[config.mk]
export PLATFORM = sky130hd
export DESIGN_NAME = rgb565_hsv_color_threshold_core
export DESIGN_NICKNAME = d
export VERILOG_FILES = /design/src/design/hsvt_pkg.sv /design/src/design/hsvt_front.sv /design/src/design/hsvt_div.sv /design/src/design/hsvt_back.sv /design/src/design/rgb565_hsv_color_threshold_core.sv
export SDC_FILE = /design/constraint.sdc
export NUM_CORES = 1
export LEC_CHECK = 0
export BUFFER_PORTS_ARGS = -buffer_cell sky130_fd_sc_hd__buf_2
export CELL_PAD_IN_SITES_DETAIL_PLACEMENT = 0
export CELL_PAD_IN_SITES_GLOBAL_PLACEMENT = 1
export CORE_MARGIN = 8
export CORE_UTILIZATION = 45
export DETAILED_ROUTE_END_ITERATION = 10
export PLACE_DENSITY = 0.7
export SETUP_SLACK_MARGIN = 0.5
export SKIP_LAST_GASP = 1
export SLEW_MARGIN = 10
export SYNTH_ARGS = -nofsm -noshare
export SYNTH_HDL_FRONTEND = slang
export SYNTH_SLANG_ARGS = --single-unit
[constraint.sdc]
create_clock -name clk -period 7.2 [get_ports clk]
set_input_delay 1.08 -clock clk [delete_from_list [all_inputs] [get_ports clk]]
set_output_delay 1.08 -clock clk [all_outputs]
set_load 0.05 [all_outputs]
[src/design/hsvt_pkg.sv]
// ----------------------------------------------------------------------------
// hsvt_pkg
// Shared types, constants and helpers of the RGB565 to HSV threshold core.
// ----------------------------------------------------------------------------
package hsvt_pkg;

	localparam int PIX_W  = 16;            // packed RGB565 pixel
	localparam int CH_W   = 8;             // widened channel, saturation, value
	localparam int HUE_W  = 9;             // hue in degrees, 0..359
	localparam int QUO_W  = 8;             // quotient bits of each divider lane
	localparam int DVD_W  = CH_W + QUO_W;  // dividend / accumulator width
	localparam int CIDX_W = 3;             // configuration index width
	localparam int CDAT_W = 9;             // configuration data width

	// Configuration register indexes.
	localparam logic [CIDX_W-1:0] CFG_HUE_MIN = 3'd0;
	localparam logic [CIDX_W-1:0] CFG_HUE_MAX = 3'd1;
	localparam logic [CIDX_W-1:0] CFG_SAT_MIN = 3'd2;
	localparam logic [CIDX_W-1:0] CFG_SAT_MAX = 3'd3;
	localparam logic [CIDX_W-1:0] CFG_VAL_MIN = 3'd4;
	localparam logic [CIDX_W-1:0] CFG_VAL_MAX = 3'd5;

	// Which channel holds the maximum.
	localparam logic [1:0] SEC_RED = 2'd0;
	localparam logic [1:0] SEC_GRN = 2'd1;
	localparam logic [1:0] SEC_BLU = 2'd2;

	localparam logic [7:0]       HUE_SCALE   = 8'd60;
	localparam logic [CH_W-1:0]  SAT_SCALE   = 8'd255;
	localparam logic signed [9:0] HUE_BASE_RED = 10'sd0;
	localparam logic signed [9:0] HUE_BASE_GRN = 10'sd120;
	localparam logic signed [9:0] HUE_BASE_BLU = 10'sd240;
	localparam logic signed [9:0] HUE_WRAP     = 10'sd360;

	// Reset values of the bounds.
	localparam logic [HUE_W-1:0] HUE_MIN_RST = 9'd0;
	localparam logic [HUE_W-1:0] HUE_MAX_RST = 9'd359;
	localparam logic [CH_W-1:0]  SV_MIN_RST  = 8'd0;
	localparam logic [CH_W-1:0]  SV_MAX_RST  = 8'd255;

	// One word inside the divider pipeline. Each accumulator starts as the
	// dividend and ends with the remainder on top and the quotient below.
	typedef struct packed {
		logic [DVD_W-1:0] hue_acc;
		logic             hue_neg;
		logic [CH_W-1:0]  delta;
		logic [DVD_W-1:0] sat_acc;
		logic [CH_W-1:0]  val;
		logic [1:0]       sector;
	} hsvt_div_t;

	typedef struct packed {
		logic [HUE_W-1:0] hue_min;
		logic [HUE_W-1:0] hue_max;
		logic [CH_W-1:0]  sat_min;
		logic [CH_W-1:0]  sat_max;
		logic [CH_W-1:0]  val_min;
		logic [CH_W-1:0]  val_max;
	} hsvt_bounds_t;

	function automatic logic [CH_W-1:0] widen5(input logic [4:0] v);
		return {v, v[4:2]};
	endfunction

	function automatic logic [CH_W-1:0] widen6(input logic [5:0] v);
		return {v, v[5:4]};
	endfunction

endpackage

[src/design/hsvt_front.sv]
// ----------------------------------------------------------------------------
// hsvt_front
// Widens the pixel, finds max/min and sector, and forms both dividends.
// ----------------------------------------------------------------------------
module hsvt_front (
	input  logic                     clk,
	input  logic                     arst_n,
	input  logic                     in_valid,
	output logic                     in_ready,
	input  logic [hsvt_pkg::PIX_W-1:0] pixel,
	output logic                     out_valid,
	input  logic                     out_ready,
	output hsvt_pkg::hsvt_div_t      out_data
);
	import hsvt_pkg::*;

	logic [CH_W-1:0] r, g, b, mx, mn;
	logic [1:0]      sector;
	logic signed [CH_W:0] diff;
	logic [CH_W-1:0] mag;

	logic            v_s1, v_s2;
	logic            rdy_s1, rdy_s2;
	logic [CH_W-1:0] mag_s1, delta_s1, val_s1;
	logic            neg_s1;
	logic [1:0]      sector_s1;
	hsvt_div_t       word_s2;

	assign r = widen5(pixel[15:11]);
	assign g = widen6(pixel[10:5]);
	assign b = widen5(pixel[4:0]);

	always_comb begin
		mx = r;
		mn = r;
		if (g > mx) mx = g;
		if (b > mx) mx = b;
		if (g < mn) mn = g;
		if (b < mn) mn = b;
	end

	// Red wins a tie for the maximum, then green.
	always_comb begin
		priority if (mx == r) sector = SEC_RED;
		else if (mx == g)     sector = SEC_GRN;
		else                  sector = SEC_BLU;
	end

	always_comb begin
		unique case (sector)
			SEC_RED: diff = $signed({1'b0, g}) - $signed({1'b0, b});
			SEC_GRN: diff = $signed({1'b0, b}) - $signed({1'b0, r});
			default: diff = $signed({1'b0, r}) - $signed({1'b0, g});
		endcase
		mag = diff[CH_W] ? CH_W'(-diff) : diff[CH_W-1:0];
	end

	assign rdy_s2   = !v_s2 || out_ready;
	assign rdy_s1   = !v_s1 || rdy_s2;
	assign in_ready = rdy_s1;

	always_ff @(posedge clk or negedge arst_n) begin
		if (!arst_n) begin
			v_s1 <= 1'b0;
			v_s2 <= 1'b0;
		end else begin
			if (rdy_s1) v_s1 <= in_valid;
			if (rdy_s2) v_s2 <= v_s1;
		end
	end

	always_ff @(posedge clk) begin
		if (rdy_s1 && in_valid) begin
			mag_s1    <= mag;
			neg_s1    <= diff[CH_W];
			delta_s1  <= mx - mn;
			val_s1    <= mx;
			sector_s1 <= sector;
		end
		if (rdy_s2 && v_s1) begin
			word_s2.hue_acc <= DVD_W'(mag_s1) * DVD_W'(HUE_SCALE);
			word_s2.hue_neg <= neg_s1;
			word_s2.delta   <= delta_s1;
			word_s2.sat_acc <= DVD_W'(delta_s1) * DVD_W'(SAT_SCALE);
			word_s2.val     <= val_s1;
			word_s2.sector  <= sector_s1;
		end
	end

	assign out_valid = v_s2;
	assign out_data  = word_s2;

endmodule

[src/design/hsvt_div.sv]
// ----------------------------------------------------------------------------
// hsvt_div
// Two-lane restoring divider, one quotient bit per pipeline stage.
// ----------------------------------------------------------------------------
module hsvt_div (
	input  logic                clk,
	input  logic                arst_n,
	input  logic                in_valid,
	output logic                in_ready,
	input  hsvt_pkg::hsvt_div_t in_data,
	output logic                out_valid,
	input  logic                out_ready,
	output hsvt_pkg::hsvt_div_t out_data
);
	import hsvt_pkg::*;

	// Both quotients are known to fit in QUO_W bits, so the top CH_W bits of
	// the dividend are already below the divisor and serve as the first
	// partial remainder.
	function automatic logic [DVD_W-1:0] lane_step(input logic [DVD_W-1:0] acc,
	                                                input logic [CH_W-1:0] d);
		logic [CH_W:0]   t;
		logic [CH_W:0]   rem;
		logic            q;
		t   = acc[DVD_W-1:QUO_W-1];
		q   = (t >= {1'b0, d});
		rem = q ? t - {1'b0, d} : t;
		return {rem[CH_W-1:0], acc[QUO_W-2:0], q};
	endfunction

	hsvt_div_t        div_s   [QUO_W];
	logic [QUO_W-1:0] div_v_s;
	logic [QUO_W:0]   rdy;

	assign rdy[QUO_W] = out_ready;
	assign in_ready   = rdy[0];

	for (genvar k = 0; k < QUO_W; k++) begin : g_stage
		hsvt_div_t src;
		hsvt_div_t nxt;
		logic      src_v;

		if (k == 0) begin : g_first
			assign src   = in_data;
			assign src_v = in_valid;
		end else begin : g_next
			assign src   = div_s[k-1];
			assign src_v = div_v_s[k-1];
		end

		assign rdy[k] = !div_v_s[k] || rdy[k+1];

		// The word passes through unchanged apart from one step of each lane.
		always_comb begin
			nxt         = src;
			nxt.hue_acc = lane_step(src.hue_acc, src.delta);
			nxt.sat_acc = lane_step(src.sat_acc, src.val);
		end

		always_ff @(posedge clk or negedge arst_n) begin
			if (!arst_n) begin
				div_v_s[k] <= 1'b0;
			end else if (rdy[k]) begin
				div_v_s[k] <= src_v;
			end
		end

		always_ff @(posedge clk) begin
			if (rdy[k] && src_v) begin
				div_s[k] <= nxt;
			end
		end
	end

	assign out_valid = div_v_s[QUO_W-1];
	assign out_data  = div_s[QUO_W-1];

endmodule

[src/design/hsvt_back.sv]
// ----------------------------------------------------------------------------
// hsvt_back
// Assembles hue, cleans up gray and black cases, and checks the bounds.
// ----------------------------------------------------------------------------
module hsvt_back (
	input  logic                       clk,
	input  logic                       arst_n,
	input  logic                       in_valid,
	output logic                       in_ready,
	input  hsvt_pkg::hsvt_div_t        in_data,
	input  hsvt_pkg::hsvt_bounds_t     bounds,
	output logic                       out_valid,
	input  logic                       out_ready,
	output logic [hsvt_pkg::HUE_W-1:0] hue_deg,
	output logic [hsvt_pkg::CH_W-1:0]  saturation,
	output logic [hsvt_pkg::CH_W-1:0]  brightness,
	output logic                       in_range
);
	import hsvt_pkg::*;

	logic signed [9:0] base, qs, hsum;
	logic [HUE_W-1:0]  hue;
	logic              hue_ok, sat_ok, val_ok;

	logic              v_s11, v_s12, rdy_s11, rdy_s12;
	logic [HUE_W-1:0]  hue_s11, hue_s12;
	logic [CH_W-1:0]   sat_s11, sat_s12, val_s11, val_s12;
	logic              match_s12;

	always_comb begin
		unique case (in_data.sector)
			SEC_RED: base = HUE_BASE_RED;
			SEC_GRN: base = HUE_BASE_GRN;
			default: base = HUE_BASE_BLU;
		endcase
		qs   = $signed({2'b00, in_data.hue_acc[QUO_W-1:0]});
		hsum = in_data.hue_neg ? base - qs : base + qs;
		if (hsum < 0) hsum = hsum + HUE_WRAP;
		hue  = (in_data.delta == '0) ? '0 : hsum[HUE_W-1:0];
	end

	// A wrapped hue window matches at either end.
	always_comb begin
		if (bounds.hue_min <= bounds.hue_max)
			hue_ok = (hue_s11 >= bounds.hue_min) && (hue_s11 <= bounds.hue_max);
		else
			hue_ok = (hue_s11 >= bounds.hue_min) || (hue_s11 <= bounds.hue_max);
		sat_ok = (sat_s11 >= bounds.sat_min) && (sat_s11 <= bounds.sat_max);
		val_ok = (val_s11 >= bounds.val_min) && (val_s11 <= bounds.val_max);
	end

	assign rdy_s12  = !v_s12 || out_ready;
	assign rdy_s11  = !v_s11 || rdy_s12;
	assign in_ready = rdy_s11;

	always_ff @(posedge clk or negedge arst_n) begin
		if (!arst_n) begin
			v_s11 <= 1'b0;
			v_s12 <= 1'b0;
		end else begin
			if (rdy_s11) v_s11 <= in_valid;
			if (rdy_s12) v_s12 <= v_s11;
		end
	end

	always_ff @(posedge clk) begin
		if (rdy_s11 && in_valid) begin
			hue_s11 <= hue;
			sat_s11 <= (in_data.val == '0) ? '0 : in_data.sat_acc[QUO_W-1:0];
			val_s11 <= in_data.val;
		end
		if (rdy_s12 && v_s11) begin
			hue_s12   <= hue_s11;
			sat_s12   <= sat_s11;
			val_s12   <= val_s11;
			match_s12 <= hue_ok && sat_ok && val_ok;
		end
	end

	assign out_valid  = v_s12;
	assign hue_deg    = hue_s12;
	assign saturation = sat_s12;
	assign brightness = val_s12;
	assign in_range   = match_s12;

endmodule

[src/design/rgb565_hsv_color_threshold_core.sv]
// ----------------------------------------------------------------------------
// rgb565_hsv_color_threshold_core
// RGB565 to HSV conversion with an inclusive HSV window match flag.
// ----------------------------------------------------------------------------
// Pixels arrive as 16-bit RGB565 words on the s_axis stream. Each word yields
// one result word on m_axis: hue in degrees (0..359), saturation and
// brightness (0..255) in tdata, and the window match flag in tuser.
// The six bounds are written over the cfg channel, which is always ready;
// index 0..5 selects hue_min, hue_max, sat_min, sat_max, val_min, val_max and
// other indexes are dropped. Bounds should be written while no pixel is in
// flight. A hue window whose minimum exceeds its maximum wraps through zero.
// The datapath is a twelve-stage pipeline: two front stages widen the pixel
// and form the dividends, eight stages each resolve one quotient bit of the
// hue and saturation divisions side by side, and two back stages assemble
// hue and compare it against the window. Every stage is registered, and one
// word per cycle goes through while m_axis is not stalled.
// Every stage loads whenever it is empty or the stage after it moves, so a
// stalled receiver only holds back the unbroken run of full stages at the end;
// gaps in the pipeline still fill while m_axis waits. Nothing is dropped or
// repeated. Reset clears all stage valid flags and restores default bounds.
// ----------------------------------------------------------------------------
module rgb565_hsv_color_threshold_core (
	input  logic                        clk,
	input  logic                        arst_n,
	// Pixel stream. tdata: pixel_rgb565[15:0].
	input  logic                        s_axis_tvalid,
	output logic                        s_axis_tready,
	input  logic [15:0]                 s_axis_tdata,
	// Result stream. tdata: hue_deg[8:0], saturation[16:9], brightness[24:17],
	// zeros[31:25]. tuser: in_range[0].
	output logic                        m_axis_tvalid,
	input  logic                        m_axis_tready,
	output logic [31:0]                 m_axis_tdata,
	output logic                        m_axis_tuser,
	// Configuration writes.
	input  logic                        cfg_valid,
	output logic                        cfg_ready,
	input  logic [hsvt_pkg::CIDX_W-1:0] cfg_index,
	input  logic [hsvt_pkg::CDAT_W-1:0] cfg_data
);
	import hsvt_pkg::*;

	hsvt_bounds_t     bounds_q;
	logic             fr_valid, fr_ready, dv_valid, dv_ready;
	hsvt_div_t        fr_data, dv_data;
	logic [HUE_W-1:0] hue_deg;
	logic [CH_W-1:0]  saturation, brightness;

	assign cfg_ready = 1'b1;

	// Bound registers; hue bounds keep all nine bits, the others the low byte.
	always_ff @(posedge clk or negedge arst_n) begin
		if (!arst_n) begin
			bounds_q.hue_min <= HUE_MIN_RST;
			bounds_q.hue_max <= HUE_MAX_RST;
			bounds_q.sat_min <= SV_MIN_RST;
			bounds_q.sat_max <= SV_MAX_RST;
			bounds_q.val_min <= SV_MIN_RST;
			bounds_q.val_max <= SV_MAX_RST;
		end else if (cfg_valid && cfg_ready) begin
			unique case (cfg_index)
				CFG_HUE_MIN: bounds_q.hue_min <= cfg_data;
				CFG_HUE_MAX: bounds_q.hue_max <= cfg_data;
				CFG_SAT_MIN: bounds_q.sat_min <= cfg_data[CH_W-1:0];
				CFG_SAT_MAX: bounds_q.sat_max <= cfg_data[CH_W-1:0];
				CFG_VAL_MIN: bounds_q.val_min <= cfg_data[CH_W-1:0];
				CFG_VAL_MAX: bounds_q.val_max <= cfg_data[CH_W-1:0];
				default: ;
			endcase
		end
	end

	hsvt_front u_front (
		.clk       (clk),
		.arst_n    (arst_n),
		.in_valid  (s_axis_tvalid),
		.in_ready  (s_axis_tready),
		.pixel     (s_axis_tdata),
		.out_valid (fr_valid),
		.out_ready (fr_ready),
		.out_data  (fr_data)
	);

	hsvt_div u_div (
		.clk       (clk),
		.arst_n    (arst_n),
		.in_valid  (fr_valid),
		.in_ready  (fr_ready),
		.in_data   (fr_data),
		.out_valid (dv_valid),
		.out_ready (dv_ready),
		.out_data  (dv_data)
	);

	hsvt_back u_back (
		.clk        (clk),
		.arst_n     (arst_n),
		.in_valid   (dv_valid),
		.in_ready   (dv_ready),
		.in_data    (dv_data),
		.bounds     (bounds_q),
		.out_valid  (m_axis_tvalid),
		.out_ready  (m_axis_tready),
		.hue_deg    (hue_deg),
		.saturation (saturation),
		.brightness (brightness),
		.in_range   (m_axis_tuser)
	);

	assign m_axis_tdata = {7'd0, brightness, saturation, hue_deg};

endmodule

Word level (Yosys, flattened, before mapping)
Memories as Yosys holds them, arrays and structs flattened.
Index checks and enable logic that the tools add are counted.
{"block": "op_classes", "add_sub_neg": 24, "mul": 2, "magnitude_cmp": 28, "eq_ne": 9, "muxes": 44, "n_reduce_logical": 53}
{"cell": "8-bit two-way mux", "n": 21}
{"cell": "9-bit by 8-bit greater-or-equal comparator with 1-bit output", "n": 15}
{"cell": "8-bit subtractor", "n": 16}
{"cell": "8-bit by 8-bit subtractor with 9-bit output", "n": 4}
{"cell": "9-bit less-or-equal comparator", "n": 2}
{"cell": "9-bit case mux with 2 select lines", "n": 1}
{"cell": "1-bit logical AND", "n": 17}
{"cell": "1-bit two-way mux", "n": 17}
{"cell": "8-bit equality test", "n": 2}
{"cell": "8-bit greater-or-equal comparator", "n": 2}
{"cell": "8-bit greater-than comparator", "n": 2}
{"cell": "8-bit less-or-equal comparator", "n": 2}
{"cell": "8-bit logical NOT", "n": 2}
{"cell": "8-bit < comparator", "n": 2}
{"cell": "8-bit by 8-bit multiplier with 16-bit output, second input constant", "n": 1}
{"cell": "8-bit case mux with 2 select lines", "n": 1}
{"cell": "1-bit logical OR", "n": 13}
{"cell": "1-bit logical NOT", "n": 12}
{"cell": "8-bit by 4-bit multiplier with 12-bit output, second input constant", "n": 1}
{"cell": "2-bit AND reduction", "n": 6}
{"cell": "10-bit by 1-bit < comparator with 1-bit output, second input constant", "n": 1}
{"cell": "10-bit two-way mux", "n": 1}
{"cell": "8-bit by 8-bit adder with 9-bit output", "n": 1}
{"cell": "9-bit adder, second input constant", "n": 1}
{"cell": "12 further kinds", "n": 17}
{"block": "totals", "reg_bits": 187, "mem_bits_rw": 408, "inputBits": 33, "out_inout_bits": 36, "elab_cells": 197, "mem_count": 1}
{"name": "u_div.div_s", "depth": 8, "width": 51, "rd": 8, "rd_clocked_by_memory_dff": 0, "wr": 8, "line": "hsvt_div.sv:31", "text": "hsvt_div_t div_s [QUO_W];"}

Logic depth before layout (Yosys ltp)
Gate-level depths: netlist of the first run.
{"block": "depth", "word_depth": 14, "ltp_mapped": 28, "ltp_nobuf": 26}

Cells and area by module
A second synthesis of the first run with hierarchy kept.
{"block": "unflattened", "hier_cells": 2706, "area_unflattened_um2": 33602.2}
{"mod": "hsvt_div", "n_inst": 1, "cells_each": 1540, "area_per_inst_um2": 20508.4, "seq_area_each_um2": 12451.9}
{"mod": "hsvt_front", "n_inst": 1, "cells_each": 675, "area_per_inst_um2": 7155.6, "seq_area_each_um2": 2242.2}
{"mod": "hsvt_back", "n_inst": 1, "cells_each": 371, "area_per_inst_um2": 3937.5, "seq_area_each_um2": 1581.5}
{"mod": "rgb565_hsv_color_threshold_core", "n_inst": 1, "cells_each": 120, "area_per_inst_um2": 2000.7, "seq_area_each_um2": 1278.7}

Least setup slack after synthesis of the first run
No wires, ideal clock.
{"block": "synth_timing", "kind": "input to register", "start": "in s_axis_tdata[9]", "end": "reg u_front.delta_s1[7] (data pin)", "setup_ps": 260, "arrival_ps": 6112, "t_required_ps": 6940, "path_slack_ps": 829, "stages": 25, "n_path_buf": 2, "cell_sequence": "clkbuf_1 > inv_1 > ha_1 > a21o_1 > a221o_1 > a21o_1 > nand2_1 > clkbuf_1 > nor2_1 > a21oi_1 > ha_1 > a211o_1 > o41ai_4 > mux2i_1 > inv_1 > ha_1 > nor2b_1 > o21ai_0 > nand2b_1 > a21o_1 > a21o_1 > a21o_1 > a21oi_1 > xor2_1 > xnor2_1"}
{"block": "synth_via", "elab_chain_cells": 5, "elab_cells_between_ends": 9, "cone_classes": "1 x add/sub; 4 x order compare; 4 x mux"}
{"item": "start: declaration", "line": "rgb565_hsv_color_threshold_core.sv:28", "text": "input logic [15:0] s_axis_tdata,"}
{"item": "8-bit greater-than comparator / 8-bit < comparator (equally long branches)", "line": "hsvt_front.sv:36, hsvt_front.sv:38"}
{"item": "8-bit two-way mux (on tied branches)", "line": "hsvt_front.sv:36, hsvt_front.sv:38"}
{"item": "8-bit greater-than comparator / 8-bit < comparator (equally long branches)", "line": "hsvt_front.sv:37, hsvt_front.sv:39"}
{"item": "8-bit two-way mux (on tied branches)", "line": "hsvt_front.sv:37, hsvt_front.sv:39"}
{"item": "8-bit subtractor *", "line": "hsvt_front.sv:76", "text": "delta_s1 <= mx - mn;"}
{"item": "end signal: assignment", "line": "hsvt_front.sv:76"}
{"item": "end: declaration", "line": "hsvt_front.sv:24", "text": "logic [CH_W-1:0] mag_s1, delta_s1, val_s1;"}
Mark *: on every way between the ends. The rest lies on a longest branch, timed or not.
A chain may end at the register's enable or synchronous reset.

Final worst setup path of the first run
{"block": "layout_timing", "start": "in s_axis_tdata[10]", "end": "reg u_front.delta_s1[7] (data pin)"}
Same word-level chain as after synthesis.

==> impl_metrics.env, run 1 <==
export IMPL_antenna_found_initial=0
export IMPL_layout_nets=2990
export IMPL_cts_buffers=61
export IMPL_synthDistinctLibCells=79
export IMPL_critPathKind="in -> reg"
export IMPL_cts_root_buf="clkbuf_16"
export IMPL_tightest_slew_ns=1.115
export IMPL_maxUsedRoutingLayer="met4"
export IMPL_synth_edf_count=496
export IMPL_wl_per_cell_um=15.67
export IMPL_finalSetupViolCount=0
export IMPL_synth_top_area_share=0.4938
export IMPL_cts_tree="built"
export IMPL_ioPinCount=69
export IMPL_rsz0062_at_grt="false"
export IMPL_drtAntennaViolNets=0
export IMPL_drt_iter0_drc=872
export IMPL_synthTopCellsByArea="edfxtp_1, ha_1, inv_1, fa_1, dfrtp_1"
export IMPL_yosysWarnings=0
export IMPL_track_usage=0.1479
export IMPL_synthesis_instances=2499
export IMPL_synth_top_area_cell="edfxtp_1"
export IMPL_first_pass_iters=5
export IMPL_vias=17950
export IMPL_drive_gt1_frac=0.1021
export IMPL_start_util=0.4515
export IMPL_cts_reportedPaths_clkPinSlew_ns=0.06
export IMPL_period_share=0.8592
export IMPL_syn2layout_area_growth_pct=11.92
export IMPL_cp_max_fo=12
export IMPL_fp_row_count=95
export IMPL_end_kind="flop"
export IMPL_synth_seq_area_share=0.5462
export IMPL_die_x_um=274.9
export IMPL_hold_path_class="in -> async"
export IMPL_wirelength_um=55250
export IMPL_yosysMostFrequentCell="edfxtp_1"
export IMPL_async_flop_share=0.1111
export IMPL_htreeDepth=2
export IMPL_syn_area_mm2=0.03016
export IMPL_diodes=0
export IMPL_gp_congestion=0.8581
export IMPL_status="complete, no violations"
export IMPL_grt_max_degree=57
export IMPL_port_buffers=60
export IMPL_synth_seq_cells=558
export IMPL_clkSinkCount=558
export IMPL_fmax_ghz=0.1617
export IMPL_critPathLaunchType="input pin"
export IMPL_skew_ns=0.02278
export IMPL_clockBufferDepth=3
export IMPL_synth_common_cells="edfxtp_1, inv_1, ha_1, o21ai_0, nand2_1"
export IMPL_dpl_hpwl_um=42760
export IMPL_cts_hold_buf=0
export IMPL_setup_tns_ns=0
export IMPL_ctsResizeCount=0
export IMPL_maxSlewViolCount=0
export IMPL_die_area_mm2=0.07556
export IMPL_grt_pass1_vias=18780
export IMPL_syn_area_per_cell_um2=12.07
export IMPL_core_mm2=0.06680
export IMPL_overflow=0
export IMPL_post_drt_via_cell_ratio=5.090
export IMPL_die_y_um=274.9
export IMPL_wl_met2_um=28650
export IMPL_hold_viol=0
export IMPL_grt_pass1_wl_um=92040
export IMPL_min_period_ns=6.186
export IMPL_ys_flop_type="edfxtp_1"
export IMPL_slew_headroom=0.2564
export IMPL_drv_cap=0
export IMPL_drt_drc_violations_left=0
export IMPL_wl_met1_um=23720
export IMPL_cp_required_ns=7.56
export IMPL_met3_length_um=1584
export IMPL_crit_arrival_ns=6.54
export IMPL_insertion_delay_ns=0.62
export IMPL_postCtsSetupBuffers=0
## per-layer routing
metal  up-vias  global-route usage
li1       9054                   -
met1      8584              0.1739
met2       231              0.2774
met3        84             0.02007
met4         0             0.04557
met5         -                   0
## final timing paths
path	from	to	slack (ns)	cells past startpoint
min reg2reg	u_div.div_s[0][190]	u_div.div_s[1][38]	0.40	0
max	s_axis_tdata[10]	u_front.delta_s1[7]	1.01	24
min in group clk	u_div.div_s[0][190]	u_div.div_s[1][38]	0.40	0
min	arst_n	bounds_q[42]	0.27	1
max in group asynchronous	arst_n	u_front.out_valid	5.94	2
max reg2reg	u_front.delta_s1[3]	u_front.out_data[24]	2.43	16
## layout make-up
type | count | area [um2]
Sequential cell | 558 | 16470
Tap cell | 873 | 1092
Clock inverter | 44 | 594.3
Fill cell | 5835 | 33050
Inverter | 355 | 1333
Clock buffer | 71 | 1604
Multi-Input combinational cell | 1551 | 12250
Timing Repair Buffer | 75 | 412.9
## cells by family after synthesis
family,synth area share
flops,0.5462
compound gates,0.1082
buf+inv,0.05057
simple gates,0.08388
xor+xnor,0.03194
mux,0.01597
other cells,0.0002490
fa+ha+maj,0.1630
## state kept, by name, summed over array words and instances, names as in the netlist, 9 cells and up
register	count
u_div.div_s	372
bounds_q	50
u_front.out_data	46
u_back.hue_deg	9
u_back.hue_s11	9
## per-stage QoR
stage                     setup WS (ns)  area, um2  hold WS, ns  cells  utilization
after floorplan                  0.8286      30180       0.4003   2505            -
after detailed placement         0.3766      31560       0.4045   3412       0.4724
after global routing             0.6168      33760       0.2399   3527       0.5053
after CTS                         1.039      33760       0.2048   3527       0.5053
final                             1.014      33760       0.2727   3527       0.5053
after global placement           0.5298      31560       0.4006   3412       0.4724
## placed cells by master, fill, tap and decap left out, types with 36 or more instances in the layout
| master | n |
|---|---|
| clkbuf_16 | 61 |
| xor2_1 | 56 |
| nand2b_1 | 36 |
| dfrtp_1 | 40 |
| nor2_1 | 137 |
| ha_1 | 293 |
| xnor2_1 | 54 |
| a21oi_1 | 132 |
| o21ai_0 | 174 |
| nand2_1 | 152 |
| inv_1 | 355 |
| nor2b_1 | 43 |
| buf_2 | 60 |
| fa_1 | 62 |
| a21o_1 | 52 |
| edfxtp_1 | 496 |
## worst max-delay path, cell delays in order
cell and delay [ns]:
buf_2 0.27, inv_1 0.21, ha_1 0.39, and3_1 0.20, a221o_1 0.33, a21o_1 0.23, nand2_1 0.14, buf_4 0.20
a21oi_1 0.12, ha_1 0.30, a211o_1 0.31, o41ai_4 0.61, mux2i_1 0.41, inv_1 0.08, ha_1 0.27, nor2b_1 0.13
o21ai_0 0.15, nand2b_1 0.10, a21o_1 0.18, a21o_1 0.19, a21o_1 0.17, a21oi_1 0.17, xor2_1 0.19, xnor2_1 0.09
Power of run 1 is left out: the tool's default activity adds up to more than one toggle a clock period on the data nets, which glitch-free logic cannot reach.
==> run 2: changes to the inputs <==
--- a/config.mk
+++ b/config.mk
@@ -11,7 +11,7 @@
 export CORE_MARGIN = 8
 export CORE_UTILIZATION = 45
 export DETAILED_ROUTE_END_ITERATION = 10
-export PLACE_DENSITY = 0.7
+export PLACE_DENSITY = 0.72
 export SETUP_SLACK_MARGIN = 0.5
 export SKIP_LAST_GASP = 1
 export SLEW_MARGIN = 10
==> impl_metrics.env, run 2 (synthesis results as in run 1) <==
export IMPL_track_usage=0.1440
export IMPL_insertion_delay_ns=0.63
export IMPL_rsz0062_at_grt="false"
export IMPL_tightest_slew_ns=1.108
export IMPL_critPathLaunchType="input pin"
export IMPL_cts_hold_buf=0
export IMPL_drt_drc_violations_left=0
export IMPL_clockBufferDepth=3
export IMPL_grt_pass1_vias=18350
export IMPL_gp_congestion=0.8648
export IMPL_port_buffers=60
export IMPL_slew_headroom=0.2616
export IMPL_hold_path_class="reg -> reg"
export IMPL_period_share=0.8693
export IMPL_drt_iter0_drc=842
export IMPL_hold_viol=0
export IMPL_final_common_cell="edfxtp_1"
export IMPL_status="complete, no violations"
export IMPL_critPathKind="in -> reg"
export IMPL_grt_pass1_wl_um=89690
export IMPL_fp_row_count=95
export IMPL_drv_cap=0
export IMPL_skew_ns=0.02509
export IMPL_fin_area_mm2=0.03363
export IMPL_postCtsSetupBuffers=0
export IMPL_cts_reportedPaths_clkPinSlew_ns=0.06
export IMPL_die_y_um=274.9
export IMPL_core_mm2=0.06680
export IMPL_die_area_mm2=0.07556
export IMPL_grt_max_degree=63
export IMPL_start_util=0.4515
export IMPL_wirelength_um=54400
export IMPL_setup_tns_ns=0
export IMPL_cp_max_fo=14
export IMPL_drtAntennaViolNets=0
export IMPL_seq_area_mm2=0.01647
export IMPL_ctsResizeCount=0
export IMPL_post_drt_via_cell_ratio=5.094
export IMPL_fill_cells=5876
export IMPL_wl_per_cell_um=15.42
export IMPL_cts_tree="built"
export IMPL_largest_register_ffs=372
export IMPL_place_area_mm2=0.03156
export IMPL_cts_root_buf="clkbuf_16"
export IMPL_finalSetupViolCount=0
export IMPL_diodes=0
export IMPL_first_pass_iters=5
export IMPL_largest_register="u_div.div_s"
export IMPL_layout_nets=2990
export IMPL_die_x_um=274.9
export IMPL_crit_arrival_ns=6.62
export IMPL_dpl_hpwl_um=42080
export IMPL_drive_gt1_frac=0.1021
export IMPL_antenna_found_initial=0
export IMPL_clkSinkCount=558
export IMPL_cts_buffers=60
export IMPL_vias=17970
export IMPL_end_kind="flop"
export IMPL_fin_util=0.5034
export IMPL_cp_required_ns=7.56
export IMPL_maxSlewViolCount=0
export IMPL_htreeDepth=2
export IMPL_min_period_ns=6.259
export IMPL_ioPinCount=69
export IMPL_multi_input_area_mm2=0.01224
export IMPL_fmax_ghz=0.1598
export IMPL_overflow=0
export IMPL_final_cell_mix="edfxtp_1, inv_1, ha_1"
export IMPL_syn2layout_area_growth_pct=11.49
## run 2: changes by cell type in the layout (fill, tap and decap cells not counted), sizes merged
cell	delta
buf	+1
bufinv	-4
clkinv	-6
clkinvlp	+8
inv	+1
## run 2: through the flow
stage | cells | hold WS (ns) | worst slack [ns]
6_report | 3527 | 0.3990 | 0.9409
3_5_place_dp | 3413 | 0.4045 | 0.3049
2_1_floorplan | 2505 | 0.4003 | 0.8286
4_1_cts | 3527 | 0.3961 | 0.9712
3_3_place_gp | 3413 | 0.4010 | 0.4959
5_1_grt | 3527 | 0.4083 | 0.6299
## run 2: final timing paths
| check | from | endpoint | slack, ns | cells after the start |
|---|---|---|---|---|
| setup / recovery | s_axis_tdata[8] | u_front.delta_s1[7] | 0.94 | 24 |
| hold / removal | u_div.div_s[0][169] | u_div.div_s[1][17] | 0.40 | 0 |
| setup reg to reg | u_front.delta_s1[3] | u_front.out_data[24] | 2.42 | 16 |
| hold reg to reg | u_div.div_s[0][169] | u_div.div_s[1][17] | 0.40 | 0 |
| max in group asynchronous | arst_n | u_div.g_stage[1].src_v | 6.00 | 2 |
| min in group asynchronous | arst_n | bounds_q[8] | 0.62 | 2 |
## run 2: critical path, stage by stage
cell	delay (ns)
buf_2	0.23
inv_1	0.12
ha_1	0.37
and3_1	0.22
a221o_1	0.32
a21o_1	0.22
nand2_1	0.34
nor2_1	0.08
a21oi_1	0.24
ha_1	0.30
a211o_1	0.32
o41ai_4	0.62
mux2i_1	0.38
inv_1	0.07
ha_1	0.28
nor2b_1	0.13
o21ai_0	0.15
nand2b_1	0.11
a21o_1	0.18
a21o_1	0.19
a21o_1	0.18
a21oi_1	0.17
xor2_1	0.20
xnor2_1	0.10
## run 2: cell type report
type                            instances  share of cell area
Multi-Input combinational cell       1551              0.3641
Clock buffer                           71             0.04711
Inverter                              355             0.03963
Clock inverter                         43             0.01433
Sequential cell                       558              0.4899
Timing Repair Buffer                   76             0.01250
Tap cell                              873             0.03248
## run 2: routing by layer
metal	up-vias	share of wire	track usage
met4	0	0.032	0.05477
li1	9039	-	-
met3	100	0.034	0.02146
met2	244	0.51	0.2629
met1	8583	0.43	0.1700
met5	-	0	0
Power of run 2 is left out for the same reason.
